`src/hdl/sha256_pkg.sv`:
```
`timescale 1ns / 1ps
// Shared types, constants and the round-constant table for the SHA-256 engine.
// Used by sha256_ctrl, sha256_dp and sha256_hash; depends on nothing else.
package sha256_pkg;

    // Controller states.
    typedef enum logic [2:0] {
        ST_IDLE,
        ST_COMPRESS,
        ST_UPDATE,
        ST_PAD_MARK,
        ST_PAD_ZERO,
        ST_PAD_LEN,
        ST_EMIT
    } t_state;

    // Source of a byte pushed into the block window.
    typedef enum logic [1:0] {
        SRC_DATA,
        SRC_MARK,
        SRC_ZERO,
        SRC_LEN
    } t_src;

    // Commands from the controller to the datapath.
    typedef struct packed {
        logic       push;
        t_src       src;
        logic       load;
        logic       round;
        logic       update;
        logic       init;
        logic [5:0] round_idx;
        logic [2:0] word_sel;
    } t_cmd;

    // Status from the datapath to the controller.
    typedef struct packed {
        logic [5:0] fill;
    } t_status;

    localparam logic [5:0] FILL_LAST    = 6'd63;
    localparam logic [5:0] FILL_LEN_POS = 6'd56;
    localparam logic [5:0] ROUND_LAST   = 6'd63;
    localparam logic [2:0] WORD_LAST    = 3'd7;
    localparam logic [7:0] PAD_MARK     = 8'h80;

    localparam logic [7:0][31:0] INIT_HASH = {
        32'h5be0cd19, 32'h1f83d9ab, 32'h9b05688c, 32'h510e527f,
        32'ha54ff53a, 32'h3c6ef372, 32'hbb67ae85, 32'h6a09e667
    };

    // Round constant for round t.
    function automatic logic [31:0] round_k(input logic [5:0] t);
        logic [31:0] k;
        case (t)
            6'd0:  k = 32'h428a2f98;  6'd1:  k = 32'h71374491;
            6'd2:  k = 32'hb5c0fbcf;  6'd3:  k = 32'he9b5dba5;
            6'd4:  k = 32'h3956c25b;  6'd5:  k = 32'h59f111f1;
            6'd6:  k = 32'h923f82a4;  6'd7:  k = 32'hab1c5ed5;
            6'd8:  k = 32'hd807aa98;  6'd9:  k = 32'h12835b01;
            6'd10: k = 32'h243185be;  6'd11: k = 32'h550c7dc3;
            6'd12: k = 32'h72be5d74;  6'd13: k = 32'h80deb1fe;
            6'd14: k = 32'h9bdc06a7;  6'd15: k = 32'hc19bf174;
            6'd16: k = 32'he49b69c1;  6'd17: k = 32'hefbe4786;
            6'd18: k = 32'h0fc19dc6;  6'd19: k = 32'h240ca1cc;
            6'd20: k = 32'h2de92c6f;  6'd21: k = 32'h4a7484aa;
            6'd22: k = 32'h5cb0a9dc;  6'd23: k = 32'h76f988da;
            6'd24: k = 32'h983e5152;  6'd25: k = 32'ha831c66d;
            6'd26: k = 32'hb00327c8;  6'd27: k = 32'hbf597fc7;
            6'd28: k = 32'hc6e00bf3;  6'd29: k = 32'hd5a79147;
            6'd30: k = 32'h06ca6351;  6'd31: k = 32'h14292967;
            6'd32: k = 32'h27b70a85;  6'd33: k = 32'h2e1b2138;
            6'd34: k = 32'h4d2c6dfc;  6'd35: k = 32'h53380d13;
            6'd36: k = 32'h650a7354;  6'd37: k = 32'h766a0abb;
            6'd38: k = 32'h81c2c92e;  6'd39: k = 32'h92722c85;
            6'd40: k = 32'ha2bfe8a1;  6'd41: k = 32'ha81a664b;
            6'd42: k = 32'hc24b8b70;  6'd43: k = 32'hc76c51a3;
            6'd44: k = 32'hd192e819;  6'd45: k = 32'hd6990624;
            6'd46: k = 32'hf40e3585;  6'd47: k = 32'h106aa070;
            6'd48: k = 32'h19a4c116;  6'd49: k = 32'h1e376c08;
            6'd50: k = 32'h2748774c;  6'd51: k = 32'h34b0bcb5;
            6'd52: k = 32'h391c0cb3;  6'd53: k = 32'h4ed8aa4a;
            6'd54: k = 32'h5b9cca4f;  6'd55: k = 32'h682e6ff3;
            6'd56: k = 32'h748f82ee;  6'd57: k = 32'h78a5636f;
            6'd58: k = 32'h84c87814;  6'd59: k = 32'h8cc70208;
            6'd60: k = 32'h90befffa;  6'd61: k = 32'ha4506ceb;
            6'd62: k = 32'hbef9a3f7;  6'd63: k = 32'hc67178f2;
            default: k = 32'h0;
        endcase
        return k;
    endfunction

endpackage

```
`src/hdl/sha256_dp.sv`:
```
`timescale 1ns / 1ps
// Datapath of the SHA-256 engine: 64-byte block window, message schedule,
// round logic, chaining words and byte counters. Depends on sha256_pkg.
module sha256_dp (
    input  logic                 i_clk,
    input  logic                 i_rst_n,
    input  sha256_pkg::t_cmd     i_cmd,
    input  logic [7:0]           i_data_byte,
    output sha256_pkg::t_status  o_status,
    output logic [31:0]          o_digest_word
);
    import sha256_pkg::*;

    function automatic logic [31:0] rotr(input logic [31:0] x, input int n);
        return (x >> n) | (x << (32 - n));
    endfunction

    // Block window: byte 0 of the block ends up in the top bits. During
    // compression it doubles as the 16-word schedule window.
    logic [511:0] r_win, n_win;
    logic [31:0]  r_chain [8];
    logic [31:0]  r_v [8];
    logic [5:0]   r_fill;
    logic [60:0]  r_total;
    logic [7:0]   s_byte;
    logic [63:0]  s_bits;
    logic [31:0]  s_w0, s_w1, s_w9, s_w14, s_wnew;
    logic [31:0]  s_t1, s_t2, s_sig0, s_sig1, s_ch, s_maj;

    assign s_bits = {r_total, 3'b000};
    assign s_w0   = r_win[511:480];
    assign s_w1   = r_win[479:448];
    assign s_w9   = r_win[223:192];
    assign s_w14  = r_win[63:32];

    // Byte selection for a push; length bytes go out most significant first.
    always_comb begin
        case (i_cmd.src)
            SRC_DATA: s_byte = i_data_byte;
            SRC_MARK: s_byte = PAD_MARK;
            SRC_LEN:  s_byte = 8'(s_bits >> {~r_fill[2:0], 3'b000});
            default:  s_byte = 8'h00;
        endcase
    end

    // Next schedule word and the round function.
    always_comb begin
        s_wnew = (rotr(s_w14, 17) ^ rotr(s_w14, 19) ^ (s_w14 >> 10)) + s_w9
               + (rotr(s_w1, 7) ^ rotr(s_w1, 18) ^ (s_w1 >> 3)) + s_w0;
        s_sig1 = rotr(r_v[4], 6) ^ rotr(r_v[4], 11) ^ rotr(r_v[4], 25);
        s_sig0 = rotr(r_v[0], 2) ^ rotr(r_v[0], 13) ^ rotr(r_v[0], 22);
        s_ch   = (r_v[4] & r_v[5]) ^ (~r_v[4] & r_v[6]);
        s_maj  = (r_v[0] & r_v[1]) ^ (r_v[0] & r_v[2]) ^ (r_v[1] & r_v[2]);
        s_t1   = r_v[7] + s_sig1 + s_ch + round_k(i_cmd.round_idx) + s_w0;
        s_t2   = s_sig0 + s_maj;
    end

    // Window shifts by a byte on a push and by a word on a round.
    always_comb begin
        n_win = r_win;
        if (i_cmd.push) begin
            n_win = {r_win[503:0], s_byte};
        end else if (i_cmd.round) begin
            n_win = {r_win[479:0], s_wnew};
        end
    end

    always_ff @(posedge i_clk) begin
        r_win <= n_win;
    end

    // Working variables.
    always_ff @(posedge i_clk) begin
        if (i_cmd.load) begin
            for (int i = 0; i < 8; i++) r_v[i] <= r_chain[i];
        end else if (i_cmd.round) begin
            r_v[7] <= r_v[6];
            r_v[6] <= r_v[5];
            r_v[5] <= r_v[4];
            r_v[4] <= r_v[3] + s_t1;
            r_v[3] <= r_v[2];
            r_v[2] <= r_v[1];
            r_v[1] <= r_v[0];
            r_v[0] <= s_t1 + s_t2;
        end
    end

    // Chaining words and counters.
    always_ff @(posedge i_clk) begin
        if (!i_rst_n || i_cmd.init) begin
            for (int i = 0; i < 8; i++) r_chain[i] <= INIT_HASH[i];
            r_fill  <= '0;
            r_total <= '0;
        end else begin
            if (i_cmd.update) begin
                for (int i = 0; i < 8; i++) r_chain[i] <= r_chain[i] + r_v[i];
            end
            if (i_cmd.push) begin
                r_fill <= r_fill + 6'd1;
                if (i_cmd.src == SRC_DATA) begin
                    r_total <= r_total + 61'd1;
                end
            end
        end
    end

    assign o_status.fill = r_fill;
    assign o_digest_word = r_chain[i_cmd.word_sel];

endmodule

```
`src/hdl/sha256_ctrl.sv`:
```
`timescale 1ns / 1ps
// Controller of the SHA-256 engine: sequences byte intake, padding, the 64
// rounds, the chaining update and digest output. Depends on sha256_pkg.
module sha256_ctrl (
    input  logic                 i_clk,
    input  logic                 i_rst_n,
    input  logic                 i_in_valid,
    input  logic                 i_has_byte,
    input  logic                 i_finish,
    input  logic                 i_out_stall,
    input  sha256_pkg::t_status  i_status,
    output logic                 o_in_stall,
    output logic                 o_out_valid,
    output logic [2:0]           o_word_index,
    output logic                 o_last_word,
    output sha256_pkg::t_cmd     o_cmd
);
    import sha256_pkg::*;

    t_state     r_state, n_state;
    t_state     r_ret, n_ret;
    logic [5:0] r_round, n_round;
    logic [2:0] r_idx, n_idx;
    logic       s_full;

    assign s_full = (i_status.fill == FILL_LAST);

    // State registers.
    always_ff @(posedge i_clk) begin
        if (!i_rst_n) begin
            r_state <= ST_IDLE;
            r_ret   <= ST_IDLE;
            r_round <= '0;
            r_idx   <= '0;
        end else begin
            r_state <= n_state;
            r_ret   <= n_ret;
            r_round <= n_round;
            r_idx   <= n_idx;
        end
    end

    // Next state and commands. A push that fills the block starts a
    // compression at once; r_ret holds where to go after it.
    always_comb begin
        n_state     = r_state;
        n_ret       = r_ret;
        n_round     = r_round;
        n_idx       = r_idx;
        o_cmd       = '0;
        o_cmd.src   = SRC_DATA;
        o_in_stall  = 1'b1;
        o_out_valid = 1'b0;
        case (r_state)
            ST_IDLE: begin
                o_in_stall = 1'b0;
                if (i_in_valid) begin
                    if (i_has_byte) begin
                        o_cmd.push = 1'b1;
                    end
                    if (i_has_byte && s_full) begin
                        o_cmd.load = 1'b1;
                        n_round    = '0;
                        n_state    = ST_COMPRESS;
                        n_ret      = i_finish ? ST_PAD_MARK : ST_IDLE;
                    end else if (i_finish) begin
                        n_state = ST_PAD_MARK;
                    end
                end
            end
            ST_COMPRESS: begin
                o_cmd.round = 1'b1;
                n_round     = r_round + 6'd1;
                if (r_round == ROUND_LAST) begin
                    n_state = ST_UPDATE;
                end
            end
            ST_UPDATE: begin
                o_cmd.update = 1'b1;
                n_state      = r_ret;
            end
            ST_PAD_MARK: begin
                o_cmd.push = 1'b1;
                o_cmd.src  = SRC_MARK;
                n_state    = ST_PAD_ZERO;
                if (s_full) begin
                    o_cmd.load = 1'b1;
                    n_round    = '0;
                    n_state    = ST_COMPRESS;
                    n_ret      = ST_PAD_ZERO;
                end
            end
            ST_PAD_ZERO: begin
                if (i_status.fill == FILL_LEN_POS) begin
                    n_state = ST_PAD_LEN;
                end else begin
                    o_cmd.push = 1'b1;
                    o_cmd.src  = SRC_ZERO;
                    if (s_full) begin
                        o_cmd.load = 1'b1;
                        n_round    = '0;
                        n_state    = ST_COMPRESS;
                        n_ret      = ST_PAD_ZERO;
                    end
                end
            end
            ST_PAD_LEN: begin
                o_cmd.push = 1'b1;
                o_cmd.src  = SRC_LEN;
                if (s_full) begin
                    o_cmd.load = 1'b1;
                    n_round    = '0;
                    n_state    = ST_COMPRESS;
                    n_ret      = ST_EMIT;
                end
            end
            ST_EMIT: begin
                o_out_valid = 1'b1;
                if (!i_out_stall) begin
                    if (r_idx == WORD_LAST) begin
                        o_cmd.init = 1'b1;
                        n_idx      = '0;
                        n_state    = ST_IDLE;
                    end else begin
                        n_idx = r_idx + 3'd1;
                    end
                end
            end
            default: begin
                n_state = ST_IDLE;
            end
        endcase
        o_cmd.round_idx = r_round;
        o_cmd.word_sel  = r_idx;
    end

    assign o_word_index = r_idx;
    assign o_last_word  = (r_idx == WORD_LAST);

endmodule

```
`src/hdl/sha256_hash.sv`:
```
`timescale 1ns / 1ps
// SHA-256 hash engine, top level: controller plus datapath.
// Depends on sha256_pkg, sha256_ctrl and sha256_dp.
//
// Input channel (i_in_valid / o_in_stall): each request may carry one message
// byte (i_has_byte) and may ask to finish (i_finish). A byte that does not
// complete a 64-byte block is taken without a stall. The byte that completes a
// block starts a compression: 64 rounds, one per cycle in the round unit,
// then the chaining update. o_in_stall is high for the whole of that time.
// On finish the block appends 0x80, zero padding and the 64-bit bit length
// one byte per cycle between compressions, compressing once or twice, before
// the first digest word is offered.
// Output channel (o_out_valid / i_out_stall): eight requests carry the digest
// words, word 0 first, o_last_word set on word 7. A stalled word holds, and
// no new input is taken until all eight are gone; then the chaining words
// return to the initial hash values and the byte counters clear.
// Reset (synchronous, active low) loads the initial hash values, clears the
// counters and leaves the block idle and ready for input.
module sha256_hash (
    input  logic        i_clk,
    input  logic        i_rst_n,
    input  logic        i_in_valid,
    output logic        o_in_stall,
    input  logic [7:0]  i_data_byte,
    input  logic        i_has_byte,
    input  logic        i_finish,
    output logic        o_out_valid,
    input  logic        i_out_stall,
    output logic [31:0] o_digest_word,
    output logic [2:0]  o_word_index,
    output logic        o_last_word
);
    import sha256_pkg::*;

    t_cmd    s_cmd;
    t_status s_status;

    // Sequencer.
    sha256_ctrl u_ctrl (
        .i_clk        (i_clk),
        .i_rst_n      (i_rst_n),
        .i_in_valid   (i_in_valid),
        .i_has_byte   (i_has_byte),
        .i_finish     (i_finish),
        .i_out_stall  (i_out_stall),
        .i_status     (s_status),
        .o_in_stall   (o_in_stall),
        .o_out_valid  (o_out_valid),
        .o_word_index (o_word_index),
        .o_last_word  (o_last_word),
        .o_cmd        (s_cmd)
    );

    // Hash datapath.
    sha256_dp u_dp (
        .i_clk         (i_clk),
        .i_rst_n       (i_rst_n),
        .i_cmd         (s_cmd),
        .i_data_byte   (i_data_byte),
        .o_status      (s_status),
        .o_digest_word (o_digest_word)
    );

    // Input is never taken while digest words are pending.
    a_no_input_during_output: assert property (@(posedge i_clk) disable iff (!i_rst_n)
        o_out_valid |-> o_in_stall)
        else $error("input accepted while digest is being delivered");

    // The last word ends the digest.
    a_last_ends_output: assert property (@(posedge i_clk) disable iff (!i_rst_n)
        (o_out_valid && !i_out_stall && o_last_word) |=> !o_out_valid)
        else $error("output continued after last digest word");

    // Words go out in order.
    a_word_order: assert property (@(posedge i_clk) disable iff (!i_rst_n)
        (o_out_valid && !i_out_stall && !o_last_word) |=>
        (o_out_valid && o_word_index == $past(o_word_index) + 3'd1))
        else $error("digest word index out of order");

    // The last flag marks word seven only.
    a_last_flag: assert property (@(posedge i_clk) disable iff (!i_rst_n)
        o_out_valid |-> (o_last_word == (o_word_index == WORD_LAST)))
        else $error("last flag does not match word index");

endmodule

```
`config.mk`:
```
export PLATFORM = sky130hd
export DESIGN_NAME = sha256_hash
export DESIGN_NICKNAME = d
export VERILOG_FILES = /design/src/hdl/sha256_pkg.sv /design/src/hdl/sha256_dp.sv /design/src/hdl/sha256_ctrl.sv /design/src/hdl/sha256_hash.sv
export SDC_FILE = /design/constraint.sdc
export NUM_CORES = 2
export LEC_CHECK = 0
export BUFFER_PORTS_ARGS = -buffer_cell sky130_fd_sc_hd__buf_2
export CORE_ASPECT_RATIO = 0.6
export CORE_MARGIN = 5
export CORE_UTILIZATION = 40
export DETAILED_ROUTE_END_ITERATION = 8
export PLACE_DENSITY = 0.59
export SYNTH_ARGS = -nofsm -noshare
export SYNTH_HDL_FRONTEND = slang
export SYNTH_SLANG_ARGS = --single-unit
```
`constraint.sdc`:
```
create_clock -name i_clk -period 54.5 [get_ports i_clk]
set_input_delay 2.725 -clock i_clk [delete_from_list [all_inputs] [get_ports i_clk]]
set_output_delay 2.725 -clock i_clk [all_outputs]
set_load 0.05 [all_outputs]
```
# Word level (Yosys, flattened, before mapping)
# Memories as Yosys holds them, arrays and structs flattened. A register that Yosys moved wholly into a read port is not among the register bits.
# Cells that the tools add are included.
[totals]
rom_bits = 2048
output_inout_bits = 38
mem_bits_rw = 512
reg_bits = 594
wordCells = 184
mem_count = 3
[memory_table]
columns = ["memory", "words", "width", "rd", "rd_ports_with_merged_regs", "wr", "line_no", "text"]
rows = [
  ["(no name shown)", 64, 32, 1, 1, 0, "sha256_pkg.sv:56", "case (t)"],
  ["u_dp.r_chain", 8, 32, 9, 1, 8, "sha256_dp.sv:21", "logic [31:0] r_chain [8];"],
  ["u_dp.r_v", 8, 32, 8, 0, 8, "sha256_dp.sv:22", "logic [31:0] r_v [8];"],
]
[op_classes]
bitwise = 45
n_eq_ne = 20
n_mux = 72
reduce_logical = 14
n_addsub = 22
n_shift = 1
[op_table]
columns = ["op", "count"]
rows = [
  ["512-bit two-way mux", 2],
  ["32-bit adder", 18],
  ["32-bit two-way mux", 16],
  ["32-bit XOR", 9],
  ["32-bit AND", 5],
  ["64-bit by 6-bit right shift with 8-bit output", 1],
  ["61-bit by 1-bit adder with 61-bit output, second input constant", 1],
  ["3-bit two-way mux", 17],
  ["6-bit two-way mux", 6],
  ["32-bit NOT", 1],
  ["10-bit by 32-bit OR with 32-bit output", 1],
  ["13-bit by 32-bit OR with 32-bit output", 1],
  ["14-bit by 32-bit OR with 32-bit output", 1],
  ["15-bit by 32-bit OR with 32-bit output", 1],
  ["19-bit by 32-bit OR with 32-bit output", 1],
  ["21-bit by 32-bit OR with 32-bit output", 1],
  ["25-bit by 32-bit OR with 32-bit output", 1],
  ["26-bit by 32-bit OR with 32-bit output", 1],
  ["30-bit by 32-bit OR with 32-bit output", 1],
  ["7-bit by 32-bit OR with 32-bit output", 1],
  ["32-bit by 22-bit XOR with 32-bit output", 1],
  ["32-bit by 29-bit XOR with 32-bit output", 1],
  ["6-bit case mux with 4 select lines", 1],
  ["8-bit case mux with 3 select lines", 1],
  ["32 further kinds", 84],
]

# Logic depth before layout (Yosys ltp)
# An unclocked memory read counts as a cell.
[depth]
ltp_word = 10
ltp_mapped = 31
ltp_nobuf = 30

# Modules after synthesis
# A second synthesis with hierarchy kept.
[unflattened]
cells_unflattened = 7135
hier_area_um2 = 75378.5
[modules_own_cells]
columns = ["mod", "cells_each", "n_inst", "area_each_um2"]
rows = [
  ["sha256_dp", 7014, 1, 74406.4],
  ["sha256_ctrl", 121, 1, 972.2],
]

# Worst setup path after synthesis
# No wires, ideal clock.
[synth_timing]
path_type = "register to register"
from = "reg u_ctrl.r_state[1]"
to = "mem u_dp.r_chain[0][0], enable pin"
setup_slack_ns = 34.646
required_ns = 53.273
arrival_time_ns = 18.627
path_stages_with_launch = 5
period_less_slack_ns = 19.854
path_buffers = 2
path_cell_list = "dfxtp_1 buf_6 clkbuf_1 nand2_1 o21ai_0"
[synth_rtl]
columns = ["item", "line_no", "text"]
rows = [
  ["from (decl)", "sha256_ctrl.sv:20", "t_state r_state, n_state;"],
  ["from (signal assigned)", "sha256_ctrl.sv:36", "r_state <= n_state;"],
  ["to (decl)", "sha256_dp.sv:21", ""],
]

==> impl_results.md <==
* Slew Viols, Final at 0
* PostCTS Resize Cnt at 0
* Post-Route WL at 252,000 um
* IO Count at 52
* Endpoints failing hold at 0
* Post-synthesis register bit count at ~1.1k
* Die H at between 300 and 400 um
* Crit Path Max Fanout at 6
* Tcrit/Tclk final at 16.1%
* Initial antenna violation count at 11
* Clk sink count at 1,141
* Mapped Cells at 8,117
* Cts hold-fix bufs at 0
* Root buffer cell: clkbuf_16
* Commonest non-fill, non-tap cell in the layout: nand2_1
* Reg clk slew, reported paths at about 60 ps
* Asr flop ratio synth at 0%
* Number of DRC markers in iteration 0 at 8,375
* Later-pin clock latency in the skew report at 790 ps
* CP Data Required Time at about 55,000 ps
* Nets@finish at 8,520
* Final ANT Viol Nets at 0
* Largest net degree at the start of global routing at between 150 and 200
* R2R Path Start: u_dp.r_v[1][26]
* Min cycle time layout at about 8800 ps
* Met3 Usage GRT at between 7 and 8%
* Via count at 60.5k
* Via density at around 5.7
* Status: completed
* Most frequent cells in the layout: 2,433 x nand2_1, 1,024 x edfxtp_1, 395 x xnor2_1, 395 x ha_1, 385 x nor2_1
* Stages on worst setup path at 27
* Critical path type: reg -> reg
* H-tree Lvls at 3
* Top cell by count, worst path: fa_1
* Mean Syn Cell Area at approximately 9.4 um^2
* Die X at between 500 and 600 um
* Drt pass-1 iters at 6
* Post-DR wirelength/cell at 23.9 um
* Crit path max-delay cell type: a211oi_1
* Number of CTS-inserted buffers at around 120
* Post-CTS setup buffers at 0
* Total negative slack at 0 ps
* Syn_nets at approximately 8.7k
* Clk buf depth at 3
* Global route overflow at 0
* Crit start category: flop
* FF-to-FF End: u_dp.r_v[0][31]
* Max-cap violations at 0
* Fmax achieved at between 100 and 150 MHz
* Vias in the first global route at between 50k and 60k
* CTS tree: yes
* Global-route wire length before repair at 370,000 um
* CP Launch Point: u_dp.r_v[1][26]
* Cell Area, Synth at between 0.07 and 0.08 mm^2
* Crit path capture: u_dp.r_v[0][31]
* I/O Buffers at 51
* Number of synthesized flops with an enable pin at just over 1k
* Worst-margin pin slew at around 1400 ps
* Worst path max stage delay at 840 ps
* GR Util met2 at between 20% and 30%
* GRT Util Overall at 24.3%
* CP Data Arrival Time at around 9300 ps
* Layout area overhead at 8.27%
* DRC violations left at 0
* Top FF cell, synth: edfxtp_1
* HP Class: reg -> reg
* Path depth of the worst reg2reg path at 27
* Initial Utilization at between 40 and 50%
* Row cnt at approximately 120
* Count of different cell masters after synthesis at 110
* Register area share after synthesis at 43.3%
* Register-to-register setup slack at about 46,000 ps
* Core Region at between 0.15 and 0.2 mm^2
* Final setup vio count at 0
* Final HPWL DP at about 190,000 um
* Synth Warn # at 0
* Relative slew slack at 3.88%
* RSZ-0062 raised after global routing: no
* GPL Wtd Cong at between 0.9 and 1
* Grt met1 use at 40.4%
* GRT Max-Usage Layer: met1
* Layout cells sized above 1 at a little over 6%
* Cell family with most CP delay: compound AO/OA/AOI/OAI gates
* Crit. End Element: flop
* Skew final at 53.7 ps
* Die Area at 0.200 mm^2
* CP Buf/Inv Count at 1
-- worst min-delay path: stages, from the launching register on --
cell and delay, ps:
dfxtp_1 330, nor2_1 50, nor2_1 70
-- metal layers --
layer	routed length, um	vias up
met4	4470	4
met5	40	-
met3	32300	266
met2	90600	2962
met1	125000	29600
li1	-	27700
-- per-stage QoR --
step	util, %	worst slack, ps	cells	hold WS [ps]	cell area (um^2)
after floorplan	-	34650	8117	441	76300
after global placement	41.4	46030	10300	455	78600
after detailed placement	41.4	46030	10300	464	78600
after CTS	43.5	45960	10500	479	82600
after global routing	43.5	45400	10500	520	82600
final	43.5	45730	10500	482	82700
-- cells by family (layout without fill, tap and decap cells) --
kind of cell	count (synthesis)	after routing	synth area share (%)
adder cells (fa/ha/maj)	612	612	11.9
other	0	6	0
AND/OR/NAND/NOR	3389	3389	18.4
XOR/XNOR	599	599	6.91
AO/OA/AOI/OAI	1426	1426	12.0
buffers and inverters	792	692	4.06
flip-flops	1141	1141	43.3
multiplexers	158	158	3.41
-- how the worst min path moves through the flow --
stage                       to  slack, ps  cells after the start             from
3_3_place_gp   u_ctrl.r_ret[2]        460                      2  u_ctrl.r_ret[2]
5_1_grt        u_dp.r_total[9]        520                      2  u_dp.r_total[9]
4_1_cts        u_ctrl.r_ret[2]        480                      2  u_ctrl.r_ret[2]
6_report       u_ctrl.r_ret[2]        480                      2  u_ctrl.r_ret[2]
3_5_place_dp   u_ctrl.r_ret[2]        460                      2  u_ctrl.r_ret[2]
2_1_floorplan  u_ctrl.r_ret[2]        440                      2  u_ctrl.r_ret[2]
-- cells in the mapped netlist (57+ instances only) --
library cell	number	share of area, %
a211oi_1	57	0.56
a21o_1	176	1.7
a21oi_1	366	2.4
buf_2	72	0.47
clkbuf_1	332	1.6
dfxtp_1	117	3.1
edfxtp_1	1024	40
fa_1	195	5.1
ha_1	395	6.5
inv_1	353	1.7
mux4_2	77	2.3
nand2_1	2436	12
nand2b_1	60	0.49
nand3_1	98	0.64
nor2_1	386	1.9
nor3_1	100	0.66
o21ai_0	371	2.4
xnor2_1	395	4.5
xor2_1	202	2.3
-- state kept, by name, summed over array words and instances (netlist names), named ones only --
register	flops
u_ctrl.r_ret	3
u_dp.r_win	512
u_ctrl.r_round	6
u_dp.r_v	256
u_dp.o_status	6
u_dp.r_chain	256
u_ctrl.r_state	3
u_dp.r_total	61
u_ctrl.o_word_index	3
-- area by class of cell --
type / count / area, um^2
antenna: 6 / 15.0
clock buffer: 163 / 3290
clock inverter: 56 / 702
fill: 18400 / 107000
inverter: 356 / 1340
multi-input combinational: 6184 / 40200
sequential: 1141 / 33100
tap: 2520 / 3150
timing repair buffer: 117 / 826
Power is not shown: default switching activity piles up to over one toggle a cycle in this logic, so the estimate is an artifact.
